## src/design/hsl2rgb_pkg.sv

```systemverilog
`default_nettype none
package hsl2rgb_pkg;

  // default fraction width of hue, saturation and lightness
  localparam int FRAC_BITS_DEF = 12;

  // result formats
  localparam int CH_W   = 8;
  localparam int NIB_W  = 4;
  localparam int PACK_W = 3 * NIB_W;

  // register stages from input transfer to output register
  localparam int PIPE_DEPTH = 5;

endpackage
`default_nettype wire

```

## src/design/hsl2rgb_front.sv

```systemverilog
`default_nettype none
module hsl2rgb_front #(
  parameter int FRAC_BITS = hsl2rgb_pkg::FRAC_BITS_DEF
) (
  input  wire logic                     clk,
  input  wire logic                     en,
  input  wire logic [FRAC_BITS-1:0]     hue,
  input  wire logic [FRAC_BITS:0]       saturation,
  input  wire logic [FRAC_BITS:0]       lightness,
  // stage A: channel angles in units of 1/(6*ONE) of a turn
  output logic [FRAC_BITS+2:0]          t_red_a_r,
  output logic [FRAC_BITS+2:0]          t_green_a_r,
  output logic [FRAC_BITS+2:0]          t_blue_a_r,
  // stage B: p and q - p, both scaled by ONE^2
  output logic [2*FRAC_BITS:0]          p2_b_r,
  output logic [2*FRAC_BITS:0]          span_b_r
);
  import hsl2rgb_pkg::*;

  localparam int SW = FRAC_BITS + 1;
  localparam int TW = FRAC_BITS + 3;
  localparam int PW = 2 * FRAC_BITS + 1;
  localparam int XW = PW + 2;

  localparam logic [SW-1:0] ONE_S  = {1'b1, {FRAC_BITS{1'b0}}};
  localparam logic [SW-1:0] HALF_S = ONE_S >> 1;
  localparam logic [TW-1:0] ONE_T  = TW'(1) << FRAC_BITS;
  localparam logic [TW-1:0] TWO_T  = ONE_T << 1;
  localparam logic [TW-1:0] FOUR_T = ONE_T << 2;
  localparam logic [TW-1:0] SIX_T  = TWO_T + FOUR_T;

  logic [SW-1:0] s_nxt, l_nxt;
  logic [SW-1:0] s_a_r, l_a_r;
  logic [PW-1:0] ls_nxt, ls_a_r;
  logic [TW-1:0] th, tr_sum, tr_nxt, tb_nxt;
  logic [XW-1:0] lo_x, so_x, ls_x, p2_x, span_x;
  logic [PW-1:0] p2_nxt, span_nxt;

  // stage A: clamp, l*s, hue angles
  always_comb begin
    s_nxt  = (saturation > ONE_S) ? ONE_S : saturation;
    l_nxt  = (lightness > ONE_S) ? ONE_S : lightness;
    ls_nxt = PW'(l_nxt) * PW'(s_nxt);
    th     = (TW'(hue) << 2) + (TW'(hue) << 1);
    tr_sum = th + TWO_T;
    tr_nxt = (tr_sum >= SIX_T) ? tr_sum - SIX_T : tr_sum;
    tb_nxt = (th >= TWO_T) ? th - TWO_T : th + FOUR_T;
  end

  always_ff @(posedge clk) begin
    if (en) begin
      s_a_r       <= s_nxt;
      l_a_r       <= l_nxt;
      ls_a_r      <= ls_nxt;
      t_red_a_r   <= tr_nxt;
      t_green_a_r <= th;
      t_blue_a_r  <= tb_nxt;
    end
  end

  // stage B: p2 and span straight from l, s and l*s; both are known non-negative
  always_comb begin
    lo_x = XW'({l_a_r, {FRAC_BITS{1'b0}}});
    so_x = XW'({s_a_r, {FRAC_BITS{1'b0}}});
    ls_x = XW'(ls_a_r);
    if (l_a_r < HALF_S) begin
      p2_x   = lo_x - ls_x;
      span_x = ls_x << 1;
    end else begin
      p2_x   = lo_x + ls_x - so_x;
      span_x = (so_x << 1) - (ls_x << 1);
    end
    p2_nxt   = p2_x[PW-1:0];
    span_nxt = span_x[PW-1:0];
  end

  always_ff @(posedge clk) begin
    if (en) begin
      p2_b_r   <= p2_nxt;
      span_b_r <= span_nxt;
    end
  end

endmodule
`default_nettype wire

```

## src/design/hsl2rgb_chan.sv

```systemverilog
`default_nettype none
module hsl2rgb_chan #(
  parameter int FRAC_BITS = hsl2rgb_pkg::FRAC_BITS_DEF
) (
  input  wire logic                      clk,
  input  wire logic                      en,
  input  wire logic [FRAC_BITS+2:0]      t_a,
  input  wire logic [2*FRAC_BITS:0]      p2_b,
  input  wire logic [2*FRAC_BITS:0]      span_b,
  output logic [hsl2rgb_pkg::CH_W-1:0]   byte_e_r
);
  import hsl2rgb_pkg::*;

  localparam int TW  = FRAC_BITS + 3;
  localparam int FW  = FRAC_BITS + 1;
  localparam int PW  = 2 * FRAC_BITS + 1;
  localparam int MW  = PW + FW;
  localparam int CW  = 3 * FRAC_BITS + 1;
  localparam int SCW = CW + CH_W;

  localparam logic [TW-1:0] ONE_T   = TW'(1) << FRAC_BITS;
  localparam logic [TW-1:0] THREE_T = (ONE_T << 1) + ONE_T;
  localparam logic [TW-1:0] FOUR_T  = ONE_T << 2;

  logic [FW-1:0]  f_nxt, f_b_r;
  logic [MW-1:0]  prod_nxt;
  logic [CW-1:0]  prod_c_r;
  logic [PW-1:0]  p2_c_r;
  logic [CW-1:0]  c3_nxt, c3_d_r;
  logic [SCW-1:0] c3_x, scaled;
  logic [CH_W-1:0] byte_nxt;

  // stage B: weight of the span along the piecewise hue rule, 0..ONE
  always_comb begin
    if (t_a < ONE_T) begin
      f_nxt = FW'(t_a);
    end else if (t_a < THREE_T) begin
      f_nxt = FW'(ONE_T);
    end else if (t_a < FOUR_T) begin
      f_nxt = FW'(FOUR_T - t_a);
    end else begin
      f_nxt = '0;
    end
  end

  // stage C: span * weight, never above ONE^3
  assign prod_nxt = span_b * f_b_r;

  // stage D: channel scaled by ONE^3
  assign c3_nxt = CW'({p2_c_r, {FRAC_BITS{1'b0}}}) + prod_c_r;

  // stage E: floor(c * 255)
  always_comb begin
    c3_x     = SCW'(c3_d_r);
    scaled   = (c3_x << CH_W) - c3_x;
    byte_nxt = scaled[3*FRAC_BITS +: CH_W];
  end

  always_ff @(posedge clk) begin
    if (en) begin
      f_b_r    <= f_nxt;
      prod_c_r <= prod_nxt[CW-1:0];
      p2_c_r   <= p2_b;
      c3_d_r   <= c3_nxt;
      byte_e_r <= byte_nxt;
    end
  end

endmodule
`default_nettype wire

```

## src/design/hsl_to_rgb_packed12.sv

```systemverilog
// HSL to RGB converter. Hue, saturation and lightness arrive as unsigned
// fractions of 2^FRAC_BITS (hue wraps at one turn, saturation and lightness
// above one are taken as one); each transfer returns 8-bit red, green and
// blue, truncated toward zero from channel*255, and a 12-bit word of their
// top nibbles. One colour is accepted per clock while the output is not
// held; each passes through the five-stage pipeline (clamp and l*s, p and
// span, span*weight, sum, *255). When the output is held, the whole
// pipeline holds and the input is not ready.
`default_nettype none
module hsl_to_rgb_packed12 #(
  parameter int FRAC_BITS = hsl2rgb_pkg::FRAC_BITS_DEF
) (
  input  wire logic                       clk,
  input  wire logic                       rst_n,
  input  wire logic                       in_valid,
  output logic                            in_ready,
  input  wire logic [FRAC_BITS-1:0]       in_hue,
  input  wire logic [FRAC_BITS:0]         in_saturation,
  input  wire logic [FRAC_BITS:0]         in_lightness,
  output logic                            out_valid,
  input  wire logic                       out_ready,
  output logic [hsl2rgb_pkg::CH_W-1:0]    out_red,
  output logic [hsl2rgb_pkg::CH_W-1:0]    out_green,
  output logic [hsl2rgb_pkg::CH_W-1:0]    out_blue,
  output logic [hsl2rgb_pkg::PACK_W-1:0]  out_packed_color
);
  import hsl2rgb_pkg::*;

  logic                    en;
  logic [PIPE_DEPTH-1:0]   v_r;
  logic [FRAC_BITS+2:0]    t_red_a, t_green_a, t_blue_a;
  logic [2*FRAC_BITS:0]    p2_b, span_b;

  // advance everything unless a result is waiting and not taken
  assign en        = !v_r[PIPE_DEPTH-1] || out_ready;
  assign in_ready  = en;
  assign out_valid = v_r[PIPE_DEPTH-1];

  always_ff @(posedge clk) begin
    if (!rst_n) begin
      v_r <= '0;
    end else if (en) begin
      v_r <= {v_r[PIPE_DEPTH-2:0], in_valid};
    end
  end

  hsl2rgb_front #(.FRAC_BITS(FRAC_BITS)) u_front (
    .clk         (clk),
    .en          (en),
    .hue         (in_hue),
    .saturation  (in_saturation),
    .lightness   (in_lightness),
    .t_red_a_r   (t_red_a),
    .t_green_a_r (t_green_a),
    .t_blue_a_r  (t_blue_a),
    .p2_b_r      (p2_b),
    .span_b_r    (span_b)
  );

  hsl2rgb_chan #(.FRAC_BITS(FRAC_BITS)) u_red (
    .clk      (clk),
    .en       (en),
    .t_a      (t_red_a),
    .p2_b     (p2_b),
    .span_b   (span_b),
    .byte_e_r (out_red)
  );

  hsl2rgb_chan #(.FRAC_BITS(FRAC_BITS)) u_green (
    .clk      (clk),
    .en       (en),
    .t_a      (t_green_a),
    .p2_b     (p2_b),
    .span_b   (span_b),
    .byte_e_r (out_green)
  );

  hsl2rgb_chan #(.FRAC_BITS(FRAC_BITS)) u_blue (
    .clk      (clk),
    .en       (en),
    .t_a      (t_blue_a),
    .p2_b     (p2_b),
    .span_b   (span_b),
    .byte_e_r (out_blue)
  );

  assign out_packed_color = {out_red[CH_W-1 -: NIB_W], out_green[CH_W-1 -: NIB_W],
                             out_blue[CH_W-1 -: NIB_W]};

  a_hold_on_stall: assert property (@(posedge clk) disable iff (!rst_n)
    !en |=> $stable(v_r))
    else $error("pipeline valid bits moved during a stall");

  a_valid_shift: assert property (@(posedge clk) disable iff (!rst_n)
    en |=> v_r[PIPE_DEPTH-1:1] == $past(v_r[PIPE_DEPTH-2:0]))
    else $error("valid bit lost or duplicated between stages");

  a_accept_enters: assert property (@(posedge clk) disable iff (!rst_n)
    en |=> v_r[0] == $past(in_valid))
    else $error("input transfer did not enter the pipeline");

endmodule
`default_nettype wire
```

## config.mk

```make
export PLATFORM = sky130hd
export DESIGN_NAME = hsl_to_rgb_packed12
export DESIGN_NICKNAME = d
export VERILOG_FILES = /design/src/design/hsl2rgb_pkg.sv /design/src/design/hsl2rgb_front.sv /design/src/design/hsl2rgb_chan.sv /design/src/design/hsl_to_rgb_packed12.sv
export SDC_FILE = /design/constraint.sdc
export NUM_CORES = 2
export LEC_CHECK = 0
export ABC_AREA = 1
export BUFFER_PORTS_ARGS = -buffer_cell sky130_fd_sc_hd__buf_2
export CAP_MARGIN = 25
export CORE_MARGIN = 1
export CORE_UTILIZATION = 50
export CTS_CLUSTER_DIAMETER = 100
export CTS_CLUSTER_SIZE = 25
export DETAILED_ROUTE_END_ITERATION = 8
export PLACE_DENSITY = 0.69
export SLEW_MARGIN = 20
export SYNTH_ARGS = -nofsm -noshare
export SYNTH_HDL_FRONTEND = slang
export SYNTH_SLANG_ARGS = --single-unit
```

## constraint.sdc

```tcl
create_clock -name clk -period 27.6 [get_ports clk]
set_clock_uncertainty 0.05 [all_clocks]
set_input_delay 2.76 -clock clk [delete_from_list [all_inputs] [get_ports clk]]
set_output_delay 2.76 -clock clk [all_outputs]
set_load 0.02 [all_outputs]
```

==> run metrics <==
initial drt markers=4117; DR DRC count=0; CP Max Fanout=12; fmax=between 0.1 and 0.15 GHz; fin cells=9857; synthesized area per cell=about 7.6 µm²; initial antenna violation count=4; CTS Buffer Depth=3; max layer used=met5; wl on met1=79500 µm; Worst slew margin=around 24%; GP Congestion=0.991; Post-CTS Resized=0; Layout Area Growth over Synthesis=5.10%; CTS Buf Count=29; Initial Utilization=50.6%; Hold Path Sink=u_green.p2_c_r[13]; fin nets=9613; Hold Crit Depth=0; DR pass1 iterations=6; Final Max Tran Viols=0; Port Buffer Count=79; routed wl met3=approximately 12000 µm; worst reg2reg setup slack=between 20 and 25 ns; Worst R2R End=u_blue.prod_c_r[34]; Most used DFF post-synth=edfxtp_1; final WL=172000 µm; Worst Hold Launch=u_front.p2_b_r[13]; Worst-path clk slew=0.09 ns; setup TNS=0 ns; met2 WL post-DR=75400 µm; Root Buffer=clkbuf_16; CP Capture Type=register; IO Count=80; Synth Instances=8246; number of antenna diodes=0; final hold violation count=0; Core Rows=about 130; grt total ovfl=0; most frequent cells in the layout=nand2_1 (2427), inv_1 (1905), fa_1 (796), ha_1 (572), nor2_1 (537); EDFF count, synth=412; DR vias=about 52000; r2r startpoint=u_blue.f_b_r[5]; Reg2Reg Depth=19; final core occ=approximately 53%; Routed Antenna Nets=0; clock latency reported for the late side of the worst-skew pair=approximately 0.66 ns; Syn. warnings=0; outcome=complete, no violations; Die Y=approximately 360 µm; RSZ-0062 raised after global routing=false; Yosys cell types=45; Routed wire per std cell=roughly 17 µm; Req. time, crit path=~28 ns; syn_nets=9656; Placed Cells=~9800; die area=roughly 130000 µm²; final setup fails=0; GRT Total Usage=between 20% and 30%; most common cell after layout, fill and taps aside=nand2_1; FFs w/ async S/R, synth=0%; worst endpoint data arrival time=~8 ns; vias in the first global route=51858; Synth Cell Area=62800 µm²; pin count of the biggest net entering global routing=162; CORE AREA=between 100000 and 150000 µm²; max-cap viol count=0; Tightest Hold Check Type=register to register; Synth Register Bits=approximately 420; first-pass GRT wire length=279000 µm; Tmin final=7.86 ns; Seq/Total Area, Yosys=19.9%; H-tree levels=1; Startpoint Class=input port; detailed placer's ending HPWL=around 140000 µm; layout cell share with drive strength beyond 1=between 2 and 3%; Die X-Extent=approximately 360 µm; Vias/cell=5.29; post-route clock period utilization=28.5%; CP Class=input port to register; Tightest Pin Transition=around 1.1 ns; TritonCTS clock tree=built; Sink Count=417; hold-fix buffers at CTS=0; setup repair bufs after CTS=0
## worst max path at each step
stage | startpoint | endpoint | cells after the start
2_1_floorplan | out_ready | in_ready | 2
3_3_place_gp | in_saturation[9] | u_front.ls_a_r[22] | 23
3_5_place_dp | in_saturation[8] | u_front.ls_a_r[22] | 23
4_1_cts | in_saturation[8] | u_front.ls_a_r[22] | 23
5_1_grt | in_saturation[8] | u_front.ls_a_r[22] | 23
6_report | in_saturation[9] | u_front.ls_a_r[22] | 23
## logic make-up after synthesis
kind of cell | Yosys count | share of synthesized area [%]
AO/OA/AOI/OAI | 634 | 5.47
adder cells (fa/ha/maj) | 1368 | 36.8
XOR/XNOR | 173 | 2.41
AND/OR/NAND/NOR | 3524 | 22.6
buffers and inverters | 2130 | 12.8
flip-flops | 417 | 19.9
## state kept, by name, indices dropped and copies added, names as in the netlist, 13 cells and up
| name | flops |
|---|---|
| u_blue.c3_d_r | 35 |
| u_blue.prod_c_r | 35 |
| u_green.c3_d_r | 35 |
| u_green.prod_c_r | 35 |
| u_red.c3_d_r | 35 |
| u_red.prod_c_r | 35 |
| u_front.ls_a_r | 25 |
| u_green.p2_c_r | 25 |
| u_front.p2_b_r | 24 |
| u_front.span_b_r | 24 |
| u_front.t_green_a_r | 14 |
| u_front.l_a_r | 13 |
| u_front.s_a_r | 13 |
## through the flow
| step | area, µm² | hold WS [ns] | setup slack (ns) |
|---|---|---|---|
| 3_3_place_gp | 64700 | 0.351 | 19.10 |
| 3_5_place_dp | 64700 | 0.355 | 19.11 |
| 4_1_cts | 65800 | 0.374 | 19.81 |
| 6_report | 66000 | 0.372 | 19.74 |
| 2_1_floorplan | 62800 | 0.350 | 13.82 |
| 5_1_grt | 66000 | 0.382 | 19.41 |
## metal layers
metal / vias up / track usage, %
li1: 24934 / -
met1: 25124 / 40.7
met3: 249 / 3.01
met2: 1806 / 43.4
met5: - / 0
met4: 2 / 6.98
## cell type report
| class | instances | area [µm²] |
|---|---|---|
| clock buffers | 29 | 726 |
| clock inverters | 19 | 324 |
| fillers | 11969 | 58100 |
| inverters | 1925 | 7230 |
| multi-input cells | 5699 | 42300 |
| flip-flops and latches | 417 | 12500 |
| well taps | 1637 | 2050 |
| repair buffers | 131 | 933 |
## cell usage after synthesis, types with 5 or more instances
| library cell | number | share of area, % |
|---|---|---|
| nand2_1 | 2427 | 15 |
| inv_1 | 1906 | 11 |
| fa_1 | 796 | 25 |
| ha_1 | 572 | 11 |
| nor2_1 | 537 | 3.2 |
| edfxtp_1 | 412 | 20 |
| a21oi_1 | 327 | 2.6 |
| nand3_1 | 321 | 2.6 |
| o21ai_0 | 181 | 1.4 |
| clkbuf_1 | 178 | 1.1 |
| xor2_1 | 133 | 1.9 |
| nor3_1 | 82 | 0.65 |
| nand4_1 | 66 | 0.66 |
| o21bai_1 | 41 | 0.49 |
| xnor2_1 | 40 | 0.56 |
| o22ai_1 | 25 | 0.25 |
| nand3b_1 | 21 | 0.25 |
| a21o_1 | 17 | 0.20 |
| buf_4 | 16 | 0.19 |
| nor4_1 | 16 | 0.16 |
| nand2_2 | 12 | 0.12 |
| buf_2 | 11 | 0.088 |
| inv_2 | 11 | 0.066 |
| o21a_1 | 11 | 0.13 |
| o21ai_1 | 9 | 0.072 |
| and2_1 | 8 | 0.080 |
| clkinv_1 | 8 | 0.048 |
| nor2_2 | 8 | 0.080 |
| a21boi_0 | 7 | 0.084 |
| nor3b_1 | 7 | 0.084 |
| a31oi_1 | 6 | 0.060 |
| or2_2 | 6 | 0.060 |
| dfxtp_1 | 5 | 0.16 |
| nor2_4 | 5 | 0.090 |
| o21ai_2 | 5 | 0.070 |
## critical path, stage by stage
cell and delay (ns):
buf_2 0.14, nor4_1 0.30, nand3_1 0.13, nand2_2 0.17, nand2_1 0.13, inv_1 0.47
nand2_1 0.17, fa_1 0.54, fa_1 0.52, inv_1 0.06, fa_1 0.45, fa_1 0.52
inv_1 0.05, fa_1 0.52, inv_1 0.06, ha_1 0.39, nand2_1 0.12, o21ai_0 0.29
nand2_1 0.08, a21oi_1 0.15, nor2_1 0.07, nand3_1 0.07, nand2_1 0.05
Power is left out: the tool's default activity adds up to more than one toggle a clock period on the data nets, which glitch-free logic cannot reach.
